### config.mk
export PLATFORM = sky130hd
export DESIGN_NAME = ssd_sqrt
export DESIGN_NICKNAME = d
export VERILOG_FILES = /design/src/sv/ssd_pkg.sv /design/src/sv/ssd_sqrt.sv
export SDC_FILE = /design/constraint.sdc
export NUM_CORES = 1
export LEC_CHECK = 0
export ABC_AREA = 1
export BUFFER_PORTS_ARGS = -buffer_cell sky130_fd_sc_hd__clkbuf_2
export CAP_MARGIN = 5
export CORE_ASPECT_RATIO = 0.75
export CORE_MARGIN = 2
export CORE_UTILIZATION = 29
export DETAILED_ROUTE_END_ITERATION = 7
export PLACE_DENSITY = 0.5
export SYNTH_ARGS = -nofsm -noshare
export SYNTH_HDL_FRONTEND = slang
export SYNTH_SLANG_ARGS = --single-unit
### constraint.sdc
create_clock -name clk_i -period 5.8 [get_ports clk_i]
set_input_delay 0.87 -clock clk_i [delete_from_list [all_inputs] [get_ports clk_i]]
set_output_delay 0.87 -clock clk_i [all_outputs]
set_load 0.03 [all_outputs]
### src/sv/ssd_pkg.sv
// ----------------------------------------------------------------------------
// ssd_pkg
// Shared types and constants for the segment-to-segment distance pipeline.
// ----------------------------------------------------------------------------
package ssd_pkg;

  localparam int unsigned LANES      = 4;   // endpoint-to-segment distances
  localparam int unsigned DIV_STEPS  = 16;  // fraction bits of t
  localparam int unsigned SQRT_STEPS = 19;  // root bits over the radicand
  localparam int unsigned RAD_W      = 2 * SQRT_STEPS;

  typedef struct packed {
    logic signed [15:0] a_start_x;
    logic signed [15:0] a_start_y;
    logic signed [15:0] a_end_x;
    logic signed [15:0] a_end_y;
    logic signed [15:0] b_start_x;
    logic signed [15:0] b_start_y;
    logic signed [15:0] b_end_x;
    logic signed [15:0] b_end_y;
  } in_req_t;

  typedef struct packed {
    logic [16:0] gap_length;
    logic        crossing;
  } out_rsp_t;

  // segment direction and point offset from the segment start
  typedef struct packed {
    logic signed [16:0] dx;
    logic signed [16:0] dy;
    logic signed [16:0] ex;
    logic signed [16:0] ey;
  } geo_t;

  typedef struct packed {
    geo_t        geo;
    logic        one;   // t clamps to 1
    logic [32:0] rem;
    logic [32:0] l2;
    logic [15:0] q;
  } div_lane_t;

  typedef struct packed {
    logic                        hit;
    div_lane_t [LANES-1:0]       lane;
  } div_bus_t;

  typedef struct packed {
    logic             hit;
    logic [RAD_W-1:0] rad;
  } sq_bus_t;

endpackage

### src/sv/ssd_sqrt.sv
// ----------------------------------------------------------------------------
// ssd_sqrt
// Pipelined floor square root, one root bit per stage.
// ----------------------------------------------------------------------------
module ssd_sqrt
  import ssd_pkg::*;
(
  input  logic     clk_i,
  input  logic     rst_ni,
  input  logic     en_i,
  input  logic     valid_i,
  input  sq_bus_t  bus_i,
  output logic     valid_o,
  output out_rsp_t rsp_o
);

  typedef struct packed {
    logic                  hit;
    logic [RAD_W-1:0]      rad;
    logic [SQRT_STEPS+2:0] rem;
    logic [SQRT_STEPS-1:0] root;
  } sqrt_st_t;

  logic [SQRT_STEPS-1:0] vld_q;
  sqrt_st_t              st_q [SQRT_STEPS];
  sqrt_st_t              st_d [SQRT_STEPS];

  function automatic sqrt_st_t sqrt_step(sqrt_st_t s);
    sqrt_st_t              n;
    logic [SQRT_STEPS+2:0] sh;
    logic [SQRT_STEPS+2:0] trial;
    logic                  ge;
    n      = s;
    sh     = {s.rem[SQRT_STEPS:0], s.rad[RAD_W-1 -: 2]};
    trial  = {1'b0, s.root, 2'b01};
    ge     = sh >= trial;
    n.rem  = ge ? sh - trial : sh;
    n.root = {s.root[SQRT_STEPS-2:0], ge};
    n.rad  = {s.rad[RAD_W-3:0], 2'b00};
    return n;
  endfunction

  always_comb begin
    sqrt_st_t src;
    for (int s = 0; s < SQRT_STEPS; s++) begin
      if (s == 0) begin
        src.hit  = bus_i.hit;
        src.rad  = bus_i.rad;
        src.rem  = '0;
        src.root = '0;
      end else begin
        src = st_q[s-1];
      end
      st_d[s] = sqrt_step(src);
    end
  end

  always_ff @(posedge clk_i) begin
    if (en_i) begin
      for (int s = 0; s < SQRT_STEPS; s++) begin
        st_q[s] <= st_d[s];
      end
    end
  end

  always_ff @(posedge clk_i or negedge rst_ni) begin
    if (!rst_ni) begin
      vld_q <= '0;
    end else if (en_i) begin
      vld_q <= {vld_q[SQRT_STEPS-2:0], valid_i};
    end
  end

  assign valid_o          = vld_q[SQRT_STEPS-1];
  assign rsp_o.gap_length = st_q[SQRT_STEPS-1].root[16:0];
  assign rsp_o.crossing   = st_q[SQRT_STEPS-1].hit;

endmodule

# == Word level (Yosys, flattened, before mapping) ==
# Memory sizes are Yosys's and may differ from the RTL's.
# Index checks and enable logic that the tools add are counted.
# W data, S select, Z words.
# totals
register_bits,19
ram_bits,1482
inputBits,43
output_inout_bits,19
word_cells,61
n_memories,1
# mem_list
name,words,word_bits,read_ports,rd_ports_with_merged_regs,write_ports,line,rtl
st_q,19,78,19,0,19,ssd_sqrt.sv:25,sqrt_st_t st_q [SQRT_STEPS];
# op_classes
n_addsub,19
n_lt_le_gt_ge,19
n_mux,21
# ops
cell,count
$mux W22,19
$ge A22 B21 Y1,18
$sub A22 B21 Y22,18
$sub A2 B1 Y3 const B,1
$ge A2 B1 Y1 const B,1
$mux W1,2

# == Longest topological paths before layout ==
# Gate-level depths: netlist of the first run.
# An unclocked memory read counts as a cell.
# logic_depth
word_depth,3
mapped_depth,15
depth_no_buf,14

# == Least setup slack after synthesis of the first run ==
# OpenSTA, ideal clock, no wires.
# synth_path
kind,register -> register
from,memory st_q[6][25] (netlist bit)
to,memory st_q[7][25] (netlist bit) (data pin)
setup_ps,252
arrival_ps,1678
required_time_ps,5548
path_slack_ps,3870
path_stages_with_launch,12
n_path_buf,2
synth_period_minus_slack_ps,1930
path_cell_list,edfxtp_1 ha_1 inv_2 nor2_4 nand2_2 nor2_1 a21oi_2 and3_1 buf_6 buf_12 nand2_2 nand2_1
# synth_lines
item,line
"start, declared",ssd_sqrt.sv:25

==> results of run 1 <==
[area by class of cell]
type	count	area [um2]
Clock inverter	54	592
Multi-Input combinational cell	3237	16600
Sequential cell	905	27100
Antenna cell	1	2.50
Timing Repair Buffer	75	483
Tap cell	2128	2660
Clock buffer	121	2550
Inverter	787	2960
Fill cell	16464	108000
[worst max path at each step]
| stage | from | end |
|---|---|---|
| 4_1_cts | st_q[5][1] | st_q[6][29] |
| 6_report | st_q[5][1] | st_q[6][29] |
| 3_3_place_gp | st_q[5][24] | st_q[6][35] |
| 2_1_floorplan | st_q[6][25] | st_q[7][25] |
| 5_1_grt | st_q[5][1] | st_q[6][29] |
| 3_5_place_dp | st_q[5][1] | st_q[6][29] |
[logic make-up (layout without fill, tap and decap cells)]
family,after synthesis,count (layout),synth area share
buf+inv,834,1037,0.0715
xor+xnor,156,156,0.0291
other cells,1,2,0.0000798
compound gates,385,385,0.0474
simple gates,2482,2482,0.219
fa+ha+maj,210,210,0.0559
mux,3,3,0.000719
flops,905,905,0.576
[state kept, by name, summed over array words and instances, names as in the netlist]
| signal | flops |
|---|---|
| vld_q | 19 |
| st_q | 886 |
[stage by stage]
step	instance area (um2)	instances	hold slack [ns]	util	power, mW
after floorplan	47000	4976	0.400	-	10.8
final	52900	7308	0.109	0.330	17.8
after global placement	49800	7132	0.400	0.310	11.9
after CTS	52900	7307	0.0573	0.330	18.1
after global routing	52900	7308	0.0859	0.330	18.9
after detailed placement	49800	7132	0.405	0.310	11.9
[synthesized netlist by cell type (all sizes together)]
library cell | instances | area, um2
nand2 | 1605 | 6110
edfxtp | 886 | 26600
inv | 787 | 2960
nor2 | 436 | 1720
nand3 | 272 | 1420
ha | 210 | 2630
a21oi | 207 | 1170
o21ai | 151 | 827
xor2 | 95 | 832
xnor2 | 61 | 534
nand4 | 54 | 338
nor3 | 52 | 280
buf | 41 | 380
nand3b | 36 | 270
dfrtp | 19 | 475
o21bai | 12 | 113
or2 | 12 | 75.1
and2 | 7 | 43.8
clkbuf | 6 | 23.8
nor4 | 5 | 31.3
o211ai | 4 | 30.0
a21boi | 3 | 22.5
a21o | 3 | 22.5
and3 | 3 | 18.8
mux2 | 3 | 33.8
o2111ai | 2 | 17.5
a31oi | 1 | 6.26
conb | 1 | 3.75
o21a | 1 | 7.51
o221ai | 1 | 8.76
[critical path, cell delays in order, from the launching register on]
cell and delay [ns]:
edfxtp_1 0.36, inv_1 0.05, ha_1 0.37, a21oi_2 0.21
o21ai_2 0.11, nand2_1 0.09, nand2_1 0.11, nand2_1 0.13
nand2_1 0.08, nor2_2 0.74, inv_1 0.28, nand2_1 0.16
inv_1 0.05
[report_power, final]
group	switching, mW	internal, mW
Clock	2.65	3.42
Combinational	2.18	1.12
Sequential	0.433	8.03
[routing by layer]
metal	wire length, um	global-route usage	share of wire	vias to the layer above
met3	5810	0.0228	0.055	128
met5	0	0	0	-
met1	55400	0.200	0.52	14948
met4	2100	0.0307	0.020	0
met2	43000	0.179	0.40	677
li1	-	-	-	16534
==> qor.json, run 1 <==
{
  "outcome": {"value": "complete, no violations"},
  "timing.slew.headroom": {"value": 0.350},
  "global_route.overflow_total": {"value": 0},
  "fp-row-count": {"value": 127},
  "syn_area": {"value": 47000, "unit": "um2"},
  "grt_use_total": {"value": 0.128},
  "timing.final.setup_violations": {"value": 0},
  "area_added_between_synthesis_and_finish": {"value": 12.5, "unit": "%"},
  "ant_nets": {"value": 0},
  "dr.pass1.iters": {"value": 8},
  "dieArea": {"value": 165000, "unit": "um2"},
  "mean_cell_area_of_the_mapped_netlist": {"value": 9.45, "unit": "um2"},
  "tritoncts.num_buffers": {"value": 96},
  "fp.coreArea": {"value": 160000, "unit": "um2"},
  "count_of_synthesis_stage_warnings_from_yosys": {"value": 0},
  "tightest_slew": {"value": 0.974, "unit": "ns"},
  "r2r_end": {"value": "st_q[6][29]"},
  "grt_pass1_wl": {"value": 169, "unit": "mm"},
  "total_vias_in_the_final_route": {"value": 32287},
  "r2r-start": {"value": "st_q[5][1]"},
  "postLayoutSetupSlackWorst": {"value": 2.80, "unit": "ns"},
  "rr_worst_depth": {"value": 12},
  "ctsRootBufferMaster": {"value": "clkbuf_16"},
  "routed_wire_length_per_instance": {"value": 14.5, "unit": "um"},
  "finalNetCount": {"value": 5355},
  "r2r_setup_slk": {"value": 2.80, "unit": "ns"},
  "layout_commonest_cell": {"value": "nand2_1"},
  "finalClockSkew": {"value": 0.0447, "unit": "ns"},
  "finalMaxSlewViolations": {"value": 0},
  "mappedNetlistNets": {"value": 5229},
  "power.ir.vdd_worst": {"value": 0.000240, "unit": "V"},
  "final_hold_viol_count": {"value": 0},
  "clock_sinks": {"value": 905},
  "critPathRequiredTime": {"value": 6.26, "unit": "ns"},
  "leakagePower": {"value": 22.9, "unit": "nW"},
  "cts.clk_slew.worst_paths": {"value": 0.06, "unit": "ns"},
  "num_io_pins": {"value": 62},
  "cts_hold_buffers": {"value": 0},
  "powerDensity": {"value": 337, "unit": "nW/um2"},
  "portBuffers": {"value": 61},
  "crit_path_end_kind": {"value": "flop"},
  "clock_insertion_delay_worst_skew": {"value": 0.73, "unit": "ns"},
  "detailedPlacementHpwl": {"value": 80.3, "unit": "mm"},
  "chipHeight": {"value": 353, "unit": "um"},
  "startpoint_type": {"value": "flop"},
  "postCtsResizedCells": {"value": 0},
  "clock_tree.htree_level_count": {"value": 3},
  "route.detailed.drc": {"value": 0},
  "max_clock_freq": {"value": 333, "unit": "MHz"},
  "grt_max_degree": {"value": 158},
  "avgViaCountPerCell": {"value": 4.42},
  "drive_above_1_share": {"value": 0.0693},
  "first_global_vias": {"value": 30430},
  "layout_common_cells": {"value": "nand2_1, edfxtp_1, inv_1, nor2_1, nand3_1"},
  "final.period_utilization": {"value": 0.517},
  "min_period": {"value": 3.00, "unit": "ns"},
  "setup_repair_after_global_routing_missed_its_margin": {"value": "false"},
  "drt_wl_total": {"value": 106, "unit": "mm"},
  "postCtsSetupRepairBufs": {"value": 0},
  "detail_route.iter0.violations": {"value": 2481},
  "setup-tns-final": {"value": 0, "unit": "ns"},
  "post-place-ws": {"value": 2.82, "unit": "ns"},
  "die_width": {"value": 469, "unit": "um"},
  "synth_cell_types": {"value": 50},
  "clock_path_buffers": {"value": 3},
  "maxCapViolations": {"value": 0},
  "syn_inst": {"value": 4976},
  "critical_path_peak_fanout": {"value": 22},
  "antenna_found_initial": {"value": 1},
  "initial_utilization": {"value": 0.293},
  "worst-endpoint-arrival": {"value": 3.47, "unit": "ns"},
  "synth.yosys.seq_area_share": {"value": 0.576},
  "ys_seq_elements": {"value": 905},
  "hold_class": {"value": "in -> async"},
  "cts_tree": {"value": "yes"},
  "place_congestion": {"value": 0.888},
  "path_class": {"value": "reg -> reg"}
}
Note: power is estimated with default switching activity, not from simulation.
==> inputs of run 2 (changes only) <==
==> constraint.sdc (replaced) <==
create_clock -name clk_i -period 3.08 [get_ports clk_i]
set_input_delay 0.462 -clock clk_i [delete_from_list [all_inputs] [get_ports clk_i]]
set_output_delay 0.462 -clock clk_i [all_outputs]
set_load 0.03 [all_outputs]
==> qor.json, run 2 (synthesized netlist as in run 1, its figures left out) <==
{
  "top_regs": {"value": "st_q (886), vld_q (19)"},
  "avgViaCountPerCell": {"value": 4.43},
  "finalNetCount": {"value": 5436},
  "grt_max_degree": {"value": 99},
  "critPathRequiredTime": {"value": 3.54, "unit": "ns"},
  "worst-endpoint-arrival": {"value": 3.07, "unit": "ns"},
  "drt_wl_total": {"value": 112, "unit": "mm"},
  "num_io_pins": {"value": 62},
  "postCtsResizedCells": {"value": 0},
  "powerDensity": {"value": 645, "unit": "nW/um2"},
  "tightest_slew": {"value": 0.728, "unit": "ns"},
  "timing.final.setup_violations": {"value": 0},
  "detailedPlacementHpwl": {"value": 84.5, "unit": "mm"},
  "clock_insertion_delay_worst_skew": {"value": 0.73, "unit": "ns"},
  "fp-row-count": {"value": 127},
  "drive_above_1_share": {"value": 0.0773},
  "area_added_between_synthesis_and_finish": {"value": 14.8, "unit": "%"},
  "outcome": {"value": "complete, no violations"},
  "postCtsSetupRepairBufs": {"value": 0},
  "grt_use_total": {"value": 0.135},
  "tritoncts.num_buffers": {"value": 98},
  "clock_tree.htree_level_count": {"value": 3},
  "cts_tree": {"value": "yes"},
  "whs": {"value": 0.234, "unit": "ns"},
  "wl_met1": {"value": 58.8, "unit": "mm"},
  "first_global_vias": {"value": 31392},
  "cts.clk_slew.worst_paths": {"value": 0.07, "unit": "ns"},
  "fp.coreArea": {"value": 160000, "unit": "um2"},
  "largest_register_ff_count": {"value": 886},
  "die_width": {"value": 469, "unit": "um"},
  "final.period_utilization": {"value": 0.848},
  "min_period": {"value": 2.61, "unit": "ns"},
  "dr.pass1.iters": {"value": 6},
  "initial_utilization": {"value": 0.293},
  "detail_route.iter0.violations": {"value": 2500},
  "power.ir.vdd_worst": {"value": 0.000498, "unit": "V"},
  "cts_hold_buffers": {"value": 42},
  "layout_common_cells": {"value": "nand2_1, edfxtp_1, inv_1, nor2_1, nand3_1"},
  "top_register": {"value": "st_q"},
  "crit_path_end_kind": {"value": "flop"},
  "global_route.overflow_total": {"value": 0},
  "ant_nets": {"value": 0},
  "detailroute.wirelength.met2": {"value": 45.8, "unit": "mm"},
  "clock_path_buffers": {"value": 3},
  "ctsRootBufferMaster": {"value": "clkbuf_16"},
  "fill_cells": {"value": 16438},
  "place_congestion": {"value": 0.883},
  "chipHeight": {"value": 353, "unit": "um"},
  "leakagePower": {"value": 23.4, "unit": "nW"},
  "hold_class": {"value": "in -> async"},
  "setup-tns-final": {"value": 0, "unit": "ns"},
  "grt_pass1_wl": {"value": 176, "unit": "mm"},
  "met3_wirelength": {"value": 5.33, "unit": "mm"},
  "antenna_found_initial": {"value": 1},
  "startpoint_type": {"value": "flop"},
  "utilization": {"value": 0.336},
  "maxCapViolations": {"value": 0},
  "topRoutingLayerUsed": {"value": "met4"},
  "path_class": {"value": "reg -> reg"},
  "route.detailed.drc": {"value": 0},
  "critical_path_peak_fanout": {"value": 17},
  "setup_repair_after_global_routing_missed_its_margin": {"value": "false"},
  "post-layout-total-power": {"value": 34.8, "unit": "mW"},
  "layout_commonest_cell": {"value": "nand2_1"},
  "max_clock_freq": {"value": 383, "unit": "MHz"},
  "routed_wire_length_per_instance": {"value": 15.2, "unit": "um"},
  "total_vias_in_the_final_route": {"value": 32730},
  "portBuffers": {"value": 61},
  "finalMaxSlewViolations": {"value": 0},
  "dieArea": {"value": 165000, "unit": "um2"},
  "finalClockSkew": {"value": 0.0380, "unit": "ns"},
  "final_hold_viol_count": {"value": 0},
  "timing.slew.headroom": {"value": 0.514},
  "clock_sinks": {"value": 905}
}
[run 2: cell count changes in the layout (fill, tap and decap cells not counted), moves of 5 or more]
cell           delta
buf_4            +32
bufinv_16         +8
clkbuf_1          -5
clkinvlp_4        +6
dlygate4sd3_1    +42
buf_12            +5
clkinv_2          -5
[run 2: cell type report]
cell class | instances | area [um2] | share of cell area
flip-flops and latches | 905 | 27100 | 0.502
multi-input cells | 3237 | 16600 | 0.307
inverters | 787 | 2960 | 0.0548
well taps | 2128 | 2660 | 0.0494
clock buffers | 116 | 2560 | 0.0475
repair buffers | 154 | 1240 | 0.0231
clock inverters | 68 | 873 | 0.0162
diodes | 1 | 2.50 | 0.0000464
[run 2: worst paths after layout]
path | startpoint | endpoint | slack (ns) | depth (start not counted)
max | st_q[13][12] | st_q[14][33] | 0.47 | 11
min | rst_ni | vld_q[8] | 0.23 | 2
max reg2reg | st_q[13][12] | st_q[14][33] | 0.47 | 11
min reg2reg | st_q[8][73] | st_q[9][75] | 0.38 | 0
max in group asynchronous | rst_ni | vld_q[12] | 2.51 | 2
min in group clk_i | en_i | st_q[2][64] | 0.28 | 1
[run 2: worst max-delay path, cell delays in order, from the launching register on]
cell	delay [ns]
edfxtp_1	0.55
inv_1	0.08
ha_1	0.39
nand2_1	0.12
nor2_1	0.28
nand3b_1	0.11
nor2_1	0.10
nor2_1	0.05
nand2_2	0.24
inv_2	0.23
nand2_1	0.10
nand2_1	0.09
[run 2: per-stage QoR]
stage	worst slack [ns]	cells	cell area, um2
global route	0.260	7396	54000
global placement	0.541	7169	50100
finish	0.468	7396	54000
CTS	0.536	7395	53900
floorplan	1.15	4976	47000
detailed placement	0.552	7169	50100
[run 2: report_power, final]
group / leakage, nW / internal (mW) / switching (mW) / total (mW)
logic: 13.1 / 2.18 / 4.17 / 6.35
registers: 8.72 / 15.1 / 0.857 / 16.0
clock network: 1.63 / 7.22 / 5.24 / 12.5
total: 23.4 / 24.5 / 10.3 / 34.8
[run 2: layer usage]
layer  vias to the layer above  track usage
met3                       141       0.0234
met2                       625        0.193
met5                         -            0
met1                     15258        0.207
met4                         0       0.0331
li1                      16706            -
